--- config.mk ---
export PLATFORM = sky130hd
export DESIGN_NAME = pointer_motion_tracker
export DESIGN_NICKNAME = d
export VERILOG_FILES = /design/src/rtl/pmt_pkg.sv /design/src/rtl/pmt_div.sv /design/src/rtl/pmt_mul.sv /design/src/rtl/pointer_motion_tracker.sv
export SDC_FILE = /design/constraint.sdc
export NUM_CORES = 2
export LEC_CHECK = 0
export ABC_AREA = 0
export BUFFER_PORTS_ARGS = -buffer_cell sky130_fd_sc_hd__buf_2
export CAP_MARGIN = 10
export CORE_MARGIN = 3
export CORE_UTILIZATION = 30
export CTS_CLUSTER_SIZE = 16
export DETAILED_ROUTE_END_ITERATION = 8
export HOLD_SLACK_MARGIN = 0.02
export SETUP_SLACK_MARGIN = 0.2
export SLEW_MARGIN = 5
export SYNTH_ARGS = -nofsm -noshare
export SYNTH_HDL_FRONTEND = slang
export SYNTH_SLANG_ARGS = --single-unit
--- constraint.sdc ---
create_clock -name clk_i -period 21.6 [get_ports clk_i]
set_input_delay 0 -clock clk_i [delete_from_list [all_inputs] [get_ports clk_i]]
set_output_delay 0 -clock clk_i [all_outputs]
set_load 0.05 [all_outputs]
--- src/rtl/pmt_pkg.sv ---
// Shared constants and codes for the pointer motion tracker.
`default_nettype none

package pmt_pkg;

  localparam int MOTION_BITS_DEF   = 16;
  localparam int POSITION_BITS_DEF = 32;

  localparam int DIM_W     = 13;
  localparam int FLAG_W    = 16;
  localparam int GAIN_W    = 32;
  localparam int CFG_IDX_W = 3;
  localparam int CFG_W     = 32;
  localparam int KIND_W    = 2;
  localparam int BTN_W     = 2;

  localparam logic [CFG_IDX_W-1:0] CFG_SPEED_GAIN    = 3'd0;
  localparam logic [CFG_IDX_W-1:0] CFG_SCREEN_WIDTH  = 3'd1;
  localparam logic [CFG_IDX_W-1:0] CFG_SCREEN_HEIGHT = 3'd2;
  localparam logic [CFG_IDX_W-1:0] CFG_LEFT_MASK     = 3'd3;
  localparam logic [CFG_IDX_W-1:0] CFG_RIGHT_MASK    = 3'd4;
  localparam logic [CFG_IDX_W-1:0] CFG_MIDDLE_MASK   = 3'd5;

  localparam logic [KIND_W-1:0] EV_MOVE = 2'd0;
  localparam logic [KIND_W-1:0] EV_DOWN = 2'd1;
  localparam logic [KIND_W-1:0] EV_UP   = 2'd2;

  localparam logic [BTN_W-1:0] BTN_NONE   = 2'd0;
  localparam logic [BTN_W-1:0] BTN_LEFT   = 2'd1;
  localparam logic [BTN_W-1:0] BTN_RIGHT  = 2'd2;
  localparam logic [BTN_W-1:0] BTN_MIDDLE = 2'd3;

  localparam logic [GAIN_W-1:0] GAIN_RST   = 32'd1;
  localparam logic [DIM_W-1:0]  WIDTH_RST  = 13'd640;
  localparam logic [DIM_W-1:0]  HEIGHT_RST = 13'd480;
  localparam logic [FLAG_W-1:0] LEFT_RST   = 16'd1;
  localparam logic [FLAG_W-1:0] RIGHT_RST  = 16'd2;
  localparam logic [FLAG_W-1:0] MIDDLE_RST = 16'd4;

endpackage

`default_nettype wire

--- src/rtl/pmt_div.sv ---
// Shared restoring divider producing one quotient bit per cycle.
`default_nettype none

module pmt_div #(
  parameter int W = 32
) (
  input  logic         clk_i,
  input  logic         rst_ni,
  input  logic         start_i,
  input  logic [W-1:0] dividend_i,
  input  logic [W-1:0] divisor_i,
  output logic         busy_o,
  output logic         done_o,
  output logic [W-1:0] quotient_o
);

  localparam int CW = $clog2(W + 1);

  logic [CW-1:0] cnt_q;
  logic          busy_q;
  logic          done_q;
  logic [W-1:0]  rem_q;
  logic [W-1:0]  quo_q;
  logic [W-1:0]  dsr_q;

  logic [W:0]   shifted;
  logic [W+1:0] trial;
  logic         ge;

  assign shifted = {rem_q, quo_q[W-1]};
  assign trial   = {1'b0, shifted} - {2'b00, dsr_q};
  assign ge      = ~trial[W+1];

  always_ff @(posedge clk_i or negedge rst_ni) begin
    if (!rst_ni) begin
      cnt_q  <= '0;
      busy_q <= 1'b0;
      done_q <= 1'b0;
    end else begin
      done_q <= 1'b0;
      if (start_i) begin
        cnt_q  <= CW'(W);
        busy_q <= 1'b1;
      end else if (busy_q) begin
        cnt_q <= cnt_q - 1'b1;
        if (cnt_q == CW'(1)) begin
          busy_q <= 1'b0;
          done_q <= 1'b1;
        end
      end
    end
  end

  always_ff @(posedge clk_i) begin
    if (start_i) begin
      rem_q <= '0;
      quo_q <= dividend_i;
      dsr_q <= divisor_i;
    end else if (busy_q) begin
      rem_q <= ge ? trial[W-1:0] : shifted[W-1:0];
      quo_q <= {quo_q[W-2:0], ge};
    end
  end

  assign busy_o     = busy_q;
  assign done_o     = done_q;
  assign quotient_o = quo_q;

endmodule

`default_nettype wire

--- src/rtl/pmt_mul.sv ---
// Shared registered multiplier keeping the low word of the product.
`default_nettype none

module pmt_mul #(
  parameter int W = 32
) (
  input  logic         clk_i,
  input  logic         en_i,
  input  logic [W-1:0] a_i,
  input  logic [W-1:0] b_i,
  output logic [W-1:0] p_o
);

  logic [W-1:0] full;
  logic [W-1:0] prod_q;

  assign full = a_i * b_i;

  always_ff @(posedge clk_i) begin
    if (en_i) begin
      prod_q <= full;
    end
  end

  assign p_o = prod_q;

endmodule

`default_nettype wire

--- src/rtl/pointer_motion_tracker.sv ---
// Pointer motion tracker: accelerated position update, screen scaling and event output.
// An item is taken only while idle, so a new item waits until the results of the last one are out;
// a second result, a button event, can follow the move result when both are due.
// The shared divider does four divisions per item at one bit a cycle.
// Reset clears positions and previous flags to zero and loads the register reset values.
`default_nettype none

module pointer_motion_tracker #(
  parameter int MOTION_BITS   = pmt_pkg::MOTION_BITS_DEF,
  parameter int POSITION_BITS = pmt_pkg::POSITION_BITS_DEF
) (
  input  logic                              clk_i,
  input  logic                              rst_ni,
  input  logic                              cfg_we_i,
  input  logic [pmt_pkg::CFG_IDX_W-1:0]     cfg_index_i,
  input  logic [pmt_pkg::CFG_W-1:0]         cfg_data_i,
  input  logic                              in_valid_i,
  output logic                              in_ready_o,
  input  logic signed [MOTION_BITS-1:0]     motion_x_i,
  input  logic signed [MOTION_BITS-1:0]     motion_y_i,
  input  logic [pmt_pkg::FLAG_W-1:0]        button_flags_i,
  output logic                              out_valid_o,
  input  logic                              out_ready_i,
  output logic [pmt_pkg::KIND_W-1:0]        event_kind_o,
  output logic [pmt_pkg::DIM_W-1:0]         screen_x_o,
  output logic [pmt_pkg::DIM_W-1:0]         screen_y_o,
  output logic [pmt_pkg::BTN_W-1:0]         button_number_o,
  output logic                              last_of_run_o
);

  import pmt_pkg::*;

  localparam int MB    = MOTION_BITS;
  localparam int PB    = POSITION_BITS;
  localparam int LEN_W = $clog2(MB + 1);
  localparam int EXT_W = (MB > PB) ? MB : PB;

  typedef enum logic [2:0] {
    ST_IDLE,
    ST_MUL_L,
    ST_MUL_G,
    ST_ADD,
    ST_DIV_START,
    ST_DIV_WAIT,
    ST_EMIT
  } state_e;

  function automatic logic [LEN_W-1:0] bit_len(input logic [MB-1:0] v);
    logic [LEN_W-1:0] r;
    r = '0;
    for (int i = 0; i < MB; i++) begin
      if (v[i]) begin
        r = LEN_W'(i + 1);
      end
    end
    return r;
  endfunction

  state_e st_q;

  logic [GAIN_W-1:0] gain_q;
  logic [DIM_W-1:0]  width_q;
  logic [DIM_W-1:0]  height_q;
  logic [FLAG_W-1:0] left_q;
  logic [FLAG_W-1:0] right_q;
  logic [FLAG_W-1:0] middle_q;

  logic [PB-1:0]     pos_x_q;
  logic [PB-1:0]     pos_y_q;
  logic [FLAG_W-1:0] prev_flags_q;

  logic [MB-1:0]     x_mag_q;
  logic [MB-1:0]     y_mag_q;
  logic              x_neg_q;
  logic              y_neg_q;
  logic [FLAG_W-1:0] flags_q;
  logic [FLAG_W-1:0] old_q;
  logic              axis_q;
  logic [1:0]        div_op_q;
  logic [PB-1:0]     scale_q;
  logic [DIM_W-1:0]  sx_q;
  logic [DIM_W-1:0]  sy_q;
  logic              pend_move_q;
  logic              pend_btn_q;

  logic              out_valid_q;
  logic [KIND_W-1:0] kind_q;
  logic [DIM_W-1:0]  out_sx_q;
  logic [DIM_W-1:0]  out_sy_q;
  logic [BTN_W-1:0]  btn_q;
  logic              last_q;

  logic [MB-1:0]     mx;
  logic [MB-1:0]     my;
  logic [MB-1:0]     x_mag_d;
  logic [MB-1:0]     y_mag_d;

  logic [MB-1:0]     cur_mag;
  logic              cur_neg;
  logic [PB-1:0]     cur_pos;
  logic [EXT_W-1:0]  mag_wide;
  logic [PB-1:0]     mul_a;
  logic [PB-1:0]     mul_b;
  logic              mul_en;
  logic [PB-1:0]     prod;
  logic [PB-1:0]     delta;
  logic [PB-1:0]     sum;
  logic [PB-1:0]     next_pos_d;

  logic [DIM_W-1:0]  dim;
  logic [DIM_W-1:0]  dim_m1;
  logic              div_start;
  logic              div_busy;
  logic              div_done;
  logic [PB-1:0]     div_q;
  logic [PB-1:0]     dividend;
  logic [PB-1:0]     divisor;

  logic              flags_up;
  logic [FLAG_W-1:0] diff;
  logic [BTN_W-1:0]  btn_sel;
  logic [KIND_W-1:0] btn_kind;
  logic              slot_free;
  logic              emit;

  assign mx      = motion_x_i;
  assign my      = motion_y_i;
  assign x_mag_d = mx[MB-1] ? (~mx + 1'b1) : mx;
  assign y_mag_d = my[MB-1] ? (~my + 1'b1) : my;

  assign cur_mag  = axis_q ? y_mag_q : x_mag_q;
  assign cur_neg  = axis_q ? y_neg_q : x_neg_q;
  assign cur_pos  = axis_q ? pos_y_q : pos_x_q;
  assign mag_wide = EXT_W'(cur_mag);

  assign mul_en = (st_q == ST_MUL_L) || (st_q == ST_MUL_G);
  assign mul_a  = (st_q == ST_MUL_L) ? mag_wide[PB-1:0] : prod;
  assign mul_b  = (st_q == ST_MUL_L) ? PB'(bit_len(cur_mag)) : gain_q[PB-1:0];

  pmt_mul #(.W(PB)) u_mul (
    .clk_i (clk_i),
    .en_i  (mul_en),
    .a_i   (mul_a),
    .b_i   (mul_b),
    .p_o   (prod)
  );

  always_comb begin
    delta      = cur_neg ? (~prod + 1'b1) : prod;
    sum        = cur_pos + delta;
    next_pos_d = sum;
    if (!cur_neg && (sum < cur_pos)) begin
      next_pos_d = '1;
    end
    if (cur_neg && (sum > cur_pos)) begin
      next_pos_d = '0;
    end
  end

  assign dim       = div_op_q[1] ? height_q : width_q;
  assign dim_m1    = (dim < DIM_W'(2)) ? DIM_W'(1) : (dim - 1'b1);
  assign dividend  = div_op_q[0] ? (div_op_q[1] ? pos_y_q : pos_x_q) : '1;
  assign divisor   = div_op_q[0] ? scale_q : PB'(dim_m1);
  assign div_start = (st_q == ST_DIV_START);

  pmt_div #(.W(PB)) u_div (
    .clk_i      (clk_i),
    .rst_ni     (rst_ni),
    .start_i    (div_start),
    .dividend_i (dividend),
    .divisor_i  (divisor),
    .busy_o     (div_busy),
    .done_o     (div_done),
    .quotient_o (div_q)
  );

  always_comb begin
    flags_up = flags_q > old_q;
    diff     = flags_up ? (flags_q - old_q) : (old_q - flags_q);
    btn_kind = flags_up ? EV_DOWN : EV_UP;
    btn_sel  = BTN_NONE;
    if (diff == left_q) begin
      btn_sel = BTN_LEFT;
    end
    if (diff == right_q) begin
      btn_sel = BTN_RIGHT;
    end
    if (diff == middle_q) begin
      btn_sel = BTN_MIDDLE;
    end
  end

  assign slot_free = !out_valid_q || out_ready_i;
  assign emit      = (st_q == ST_EMIT) && slot_free && (pend_move_q || pend_btn_q);

  always_ff @(posedge clk_i or negedge rst_ni) begin
    if (!rst_ni) begin
      gain_q   <= GAIN_RST;
      width_q  <= WIDTH_RST;
      height_q <= HEIGHT_RST;
      left_q   <= LEFT_RST;
      right_q  <= RIGHT_RST;
      middle_q <= MIDDLE_RST;
    end else if (cfg_we_i) begin
      case (cfg_index_i)
        CFG_SPEED_GAIN:    gain_q   <= cfg_data_i[GAIN_W-1:0];
        CFG_SCREEN_WIDTH:  width_q  <= cfg_data_i[DIM_W-1:0];
        CFG_SCREEN_HEIGHT: height_q <= cfg_data_i[DIM_W-1:0];
        CFG_LEFT_MASK:     left_q   <= cfg_data_i[FLAG_W-1:0];
        CFG_RIGHT_MASK:    right_q  <= cfg_data_i[FLAG_W-1:0];
        CFG_MIDDLE_MASK:   middle_q <= cfg_data_i[FLAG_W-1:0];
        default: ;
      endcase
    end
  end

  always_ff @(posedge clk_i or negedge rst_ni) begin
    if (!rst_ni) begin
      st_q         <= ST_IDLE;
      pos_x_q      <= '0;
      pos_y_q      <= '0;
      prev_flags_q <= '0;
      x_mag_q      <= '0;
      y_mag_q      <= '0;
      x_neg_q      <= 1'b0;
      y_neg_q      <= 1'b0;
      flags_q      <= '0;
      old_q        <= '0;
      axis_q       <= 1'b0;
      div_op_q     <= '0;
      scale_q      <= '0;
      sx_q         <= '0;
      sy_q         <= '0;
      pend_move_q  <= 1'b0;
      pend_btn_q   <= 1'b0;
      out_valid_q  <= 1'b0;
      kind_q       <= EV_MOVE;
      out_sx_q     <= '0;
      out_sy_q     <= '0;
      btn_q        <= BTN_NONE;
      last_q       <= 1'b0;
    end else begin
      if (out_ready_i && !emit) begin
        out_valid_q <= 1'b0;
      end
      case (st_q)
        ST_IDLE: begin
          if (in_valid_i) begin
            x_mag_q      <= x_mag_d;
            y_mag_q      <= y_mag_d;
            x_neg_q      <= mx[MB-1];
            y_neg_q      <= !my[MB-1] && (y_mag_d != '0);
            flags_q      <= button_flags_i;
            old_q        <= prev_flags_q;
            prev_flags_q <= button_flags_i;
            axis_q       <= 1'b0;
            st_q         <= ST_MUL_L;
          end
        end
        ST_MUL_L: st_q <= ST_MUL_G;
        ST_MUL_G: st_q <= ST_ADD;
        ST_ADD: begin
          if (axis_q) begin
            pos_y_q  <= next_pos_d;
            div_op_q <= '0;
            st_q     <= ST_DIV_START;
          end else begin
            pos_x_q <= next_pos_d;
            axis_q  <= 1'b1;
            st_q    <= ST_MUL_L;
          end
        end
        ST_DIV_START: st_q <= ST_DIV_WAIT;
        ST_DIV_WAIT: begin
          if (div_done) begin
            case (div_op_q)
              2'd1:    sx_q    <= div_q[DIM_W-1:0];
              2'd3:    sy_q    <= div_q[DIM_W-1:0];
              default: scale_q <= div_q;
            endcase
            if (div_op_q == 2'd3) begin
              pend_move_q <= (x_mag_q != '0) || (y_mag_q != '0);
              pend_btn_q  <= (flags_q != old_q) && (btn_sel != BTN_NONE);
              st_q        <= ST_EMIT;
            end else begin
              div_op_q <= div_op_q + 1'b1;
              st_q     <= ST_DIV_START;
            end
          end
        end
        ST_EMIT: begin
          if (!pend_move_q && !pend_btn_q) begin
            st_q <= ST_IDLE;
          end else if (slot_free) begin
            out_valid_q <= 1'b1;
            out_sx_q    <= sx_q;
            out_sy_q    <= sy_q;
            if (pend_move_q) begin
              kind_q      <= EV_MOVE;
              btn_q       <= BTN_NONE;
              last_q      <= !pend_btn_q;
              pend_move_q <= 1'b0;
              if (!pend_btn_q) begin
                st_q <= ST_IDLE;
              end
            end else begin
              kind_q     <= btn_kind;
              btn_q      <= btn_sel;
              last_q     <= 1'b1;
              pend_btn_q <= 1'b0;
              st_q       <= ST_IDLE;
            end
          end
        end
        default: st_q <= ST_IDLE;
      endcase
    end
  end

  assign in_ready_o      = (st_q == ST_IDLE);
  assign out_valid_o     = out_valid_q;
  assign event_kind_o    = kind_q;
  assign screen_x_o      = out_sx_q;
  assign screen_y_o      = out_sy_q;
  assign button_number_o = btn_q;
  assign last_of_run_o   = last_q;

  a_div_start_idle: assert property (@(posedge clk_i) disable iff (!rst_ni)
    div_start |-> !div_busy)
    else $error("Divider restarted while busy.");

  a_div_done_wait: assert property (@(posedge clk_i) disable iff (!rst_ni)
    div_done |-> (st_q == ST_DIV_WAIT))
    else $error("Divider result arrived outside the wait state.");

  a_pos_x_clamp: assert property (@(posedge clk_i) disable iff (!rst_ni)
    (st_q == ST_ADD && !axis_q && !x_neg_q) |=> (pos_x_q >= $past(pos_x_q)))
    else $error("Positive motion moved the position backward.");

  a_btn_event_number: assert property (@(posedge clk_i) disable iff (!rst_ni)
    (out_valid_o && (event_kind_o != EV_MOVE)) |-> (button_number_o != BTN_NONE))
    else $error("Button event without a button number.");

  a_move_event_number: assert property (@(posedge clk_i) disable iff (!rst_ni)
    (out_valid_o && (event_kind_o == EV_MOVE)) |-> (button_number_o == BTN_NONE))
    else $error("Move event carries a button number.");

endmodule

`default_nettype wire
==> summary.md <==
| Metric | Value |
|---|---|
| Residual DRC count | 0 |
| Post-CTS setup buffers | 0 |
| Core area | 142000 sq um |
| MaxCap Viol Count | 0 |
| Aggregate routed wire length | 128000 um |
| Share of cells above drive strength 1 | 10.5% |
| Final Hold Fails | 0 |
| TritonCTS Buffers | 54 |
| Largest net degree at the start of global routing | 104 |
| Setup CP Type | reg2reg |
| Asr flop ratio synth | 72.8% |
| RSZ-0062 raised after global routing | no |
| Starting Density | 30.4% |
| Die width | 386 um |
| DR pass1 iterations | 5 |
| Slew @ Worst Pin | 1200 ps |
| Synthesized area per cell | 9.21 sq um |
| Arrival time at the worst endpoint | 10030 ps |
| Sinks on Clock Net | 470 |
| Nets | 5574 |
| Largest fanout on the critical path | 99 |
| Num ports | 121 |
| Via density | 5.04 |
| DPL Wire Length | 94600 um |
| Critical path required time | 21960 ps |
| Cells after Synth | 4706 |
| Post-synth cell types | 92 |
| Slew Limit Fails | 0 |
| Root Buffer | clkbuf_16 |
| Most frequent CP cell | fa_1 |
| Most frequent cells in the layout | nand2_1 (675), inv_1 (604), fa_1 (412), dfrtp_1 (329), ha_1 (255) |
| Fin crit period | 9670 ps |
| TritonCTS clock tree | done |
| Critical R2R Launch | st_q[2] |
| Crit-path max cell delay | 740 ps |
| DRT iter0 DRCs | 2628 |
| Die area | 149000 sq um |
| Clk_lat worst skew | 630 ps |
| Normalized max-slew margin | 19.8% |
| Vias | 34058 |
| CTS H-tree lvls | 2 |
| Clock transition at the registers of the reported paths | 70 ps |
| Area grow syn2layout | 13.2% |
| Most common cell after layout, fill and taps aside | nand2_1 |
| Flops & latches, synth | 470 |
| Hold Crit Class | in2reg |
| Worst r2r path cells | 28 |
| Status | complete, no violations |
| Fin Setup TNS | 0 ps |
| Final setup vio count | 0 |
| Final antenna-violating net count | 0 |
| Syn Nets | 5461 |
| EDFF count, synth | 96 |
| Total track usage | 17.2% |
| R2R Setup Slk | 11930 ps |
| Initial antenna violation count | 6 |
| Max clock buf depth | 3 |
| Cell area after synthesis | 43400 sq um |
| CP startpoint | st_q[2] |
| Core Rows | 138 |
| Worst path slowest cell | buf_4 |
| Global-route wire length before repair | 202000 um |
| FMAX | 103 MHz |
| Sequential area share after synthesis | 27.9% |
| Period Utilization, post-route | 44.8% |
| Port Buffer Count | 120 |
| Crit end category | flop |
| Avg WL per Cell | 18.9 um |
| Synth Flop Type | dfrtp_1 |
| Worst Setup Start Kind | flop |
| Layout Skew | 17.9 ps |
| GR Overflow Total | 0 |
| Vias in the first global route | 34811 |
| End of the worst register-to-register path | u_mul.p_o[31] |
| Routability cong. | 0.894 |
| CP Capture Point | u_mul.p_o[31] |
| Die height | 386 um |
| Syn. warnings | 0 |
## worst min path at each step
| stage | depth (start not counted) | slack, ps | from | endpoint |
|---|---|---|---|---|
| floorplan | 0 | -300 | rst_ni | axis_q |
| global placement | 1 | -20 | rst_ni | right_q[7] |
| detailed placement | 1 | -3 | rst_ni | right_q[7] |
| CTS | 4 | 50 | cfg_index_i[1] | right_q[11] |
| global route | 4 | 90 | button_flags_i[15] | flags_q[15] |
| finish | 4 | 80 | cfg_index_i[1] | right_q[11] |
## worst max-delay path, delay by kind of cell (launching register included)
| kind | cells | cell delay [ps] |
|---|---|---|
| adders and majority gates | 9 | 3880 |
| AOI/OAI and AO/OA | 6 | 1980 |
| and+or+nand+nor | 5 | 1420 |
| buffers and inverters | 7 | 1330 |
| DFF | 1 | 630 |
| xor gates and xnor gates | 1 | 90 |
## Yosys cell counts (6+ instances only)
cell type | n | area share [%]
a21oi_1 | 221 | 2.6
o41ai_1 | 7 | 0.14
and3_1 | 140 | 2.0
nand4_1 | 25 | 0.36
fa_1 | 412 | 19
nor3_1 | 40 | 0.46
dfrtp_1 | 332 | 19
o31ai_1 | 20 | 0.35
o21bai_1 | 14 | 0.24
or2_2 | 10 | 0.14
dfxtp_1 | 32 | 1.5
mux2i_1 | 102 | 2.4
buf_1 | 16 | 0.14
a21o_1 | 64 | 1.1
or3_1 | 26 | 0.38
nor4_1 | 18 | 0.26
a211o_1 | 8 | 0.16
a211oi_1 | 23 | 0.40
and2_1 | 47 | 0.68
ha_1 | 255 | 7.4
edfxtp_1 | 96 | 6.6
o21a_1 | 19 | 0.33
xnor2_1 | 172 | 3.5
nand3_1 | 55 | 0.63
xor2_1 | 96 | 1.9
a21boi_0 | 7 | 0.12
o211ai_1 | 14 | 0.24
nand2_1 | 676 | 5.9
inv_1 | 604 | 5.2
dfstp_2 | 10 | 0.61
nor2b_1 | 26 | 0.38
nand2b_1 | 34 | 0.49
o21ai_0 | 230 | 2.7
nor2_1 | 252 | 2.2
nor3b_1 | 8 | 0.14
buf_2 | 7 | 0.081
nand3b_1 | 6 | 0.10
a31oi_1 | 73 | 1.1
clkbuf_1 | 214 | 1.9
mux2_2 | 179 | 4.6
o2111ai_1 | 7 | 0.14
## area by class of cell
class / count / area [sq um]
Inverter: 605 / 2270
Timing Repair Buffer: 297 / 2250
Sequential cell: 470 / 12100
Fill cell: 14502 / 93400
Clock buffer: 66 / 1470
Clock inverter: 36 / 495
Antenna cell: 1 / 2.50
Tap cell: 1890 / 2360
Multi-Input combinational cell: 3391 / 28100
## metrics by stage
step	hold WS (ps)	instance area [sq um]	cells	setup slack, ps	utilization (%)
2_1_floorplan	-296	43400	4706	13370	-
3_3_place_gp	-16.3	45900	6537	12210	32.3
3_5_place_dp	-3.14	45900	6537	12090	32.3
4_1_cts	46.3	49100	6755	12090	34.5
5_1_grt	89.2	49100	6755	11480	34.5
6_report	81.7	49100	6756	11930	34.5
## kinds of logic (layout without fill, tap and decap cells)
| kind of cell | Yosys count | after routing | synth area share, % |
|---|---|---|---|
| XOR/XNOR | 271 | 271 | 5.57 |
| adder cells (fa/ha/maj) | 667 | 667 | 26.4 |
| AO/OA/AOI/OAI | 778 | 778 | 11.0 |
| flip-flops | 470 | 470 | 27.9 |
| other | 0 | 1 | 0 |
| multiplexers | 283 | 283 | 7.07 |
| buffers and inverters | 845 | 1004 | 7.37 |
| AND/OR/NAND/NOR | 1392 | 1392 | 14.7 |
## state kept, by name, indices dropped and copies added (netlist names), 32 cells and up
| signal | flops |
|---|---|
| u_mul.p_o | 32 |
| pos_y_q | 32 |
| u_div.rem_q | 32 |
| gain_q | 32 |
| scale_q | 32 |
| u_div.dsr_q | 32 |
| u_div.quotient_o | 32 |
| pos_x_q | 32 |
## what timing repair did
item	in CTS	in global routing
hold endpoints to repair	228	0
hold buffers	116	0
gates resized for setup	0	0
## per-layer routing
layer / vias to the layer above / GRT usage (%) / wire, um
met2: 1126 / 27.2 / 57100
li1: 15776 / - / -
met5: - / 0 / 10
met3: 205 / 2.86 / 9440
met4: 2 / 4.35 / 3350
met1: 16949 / 24.3 / 57800
Power is not shown: default switching activity piles up to over one toggle a cycle in this logic, so the estimate is an artifact.
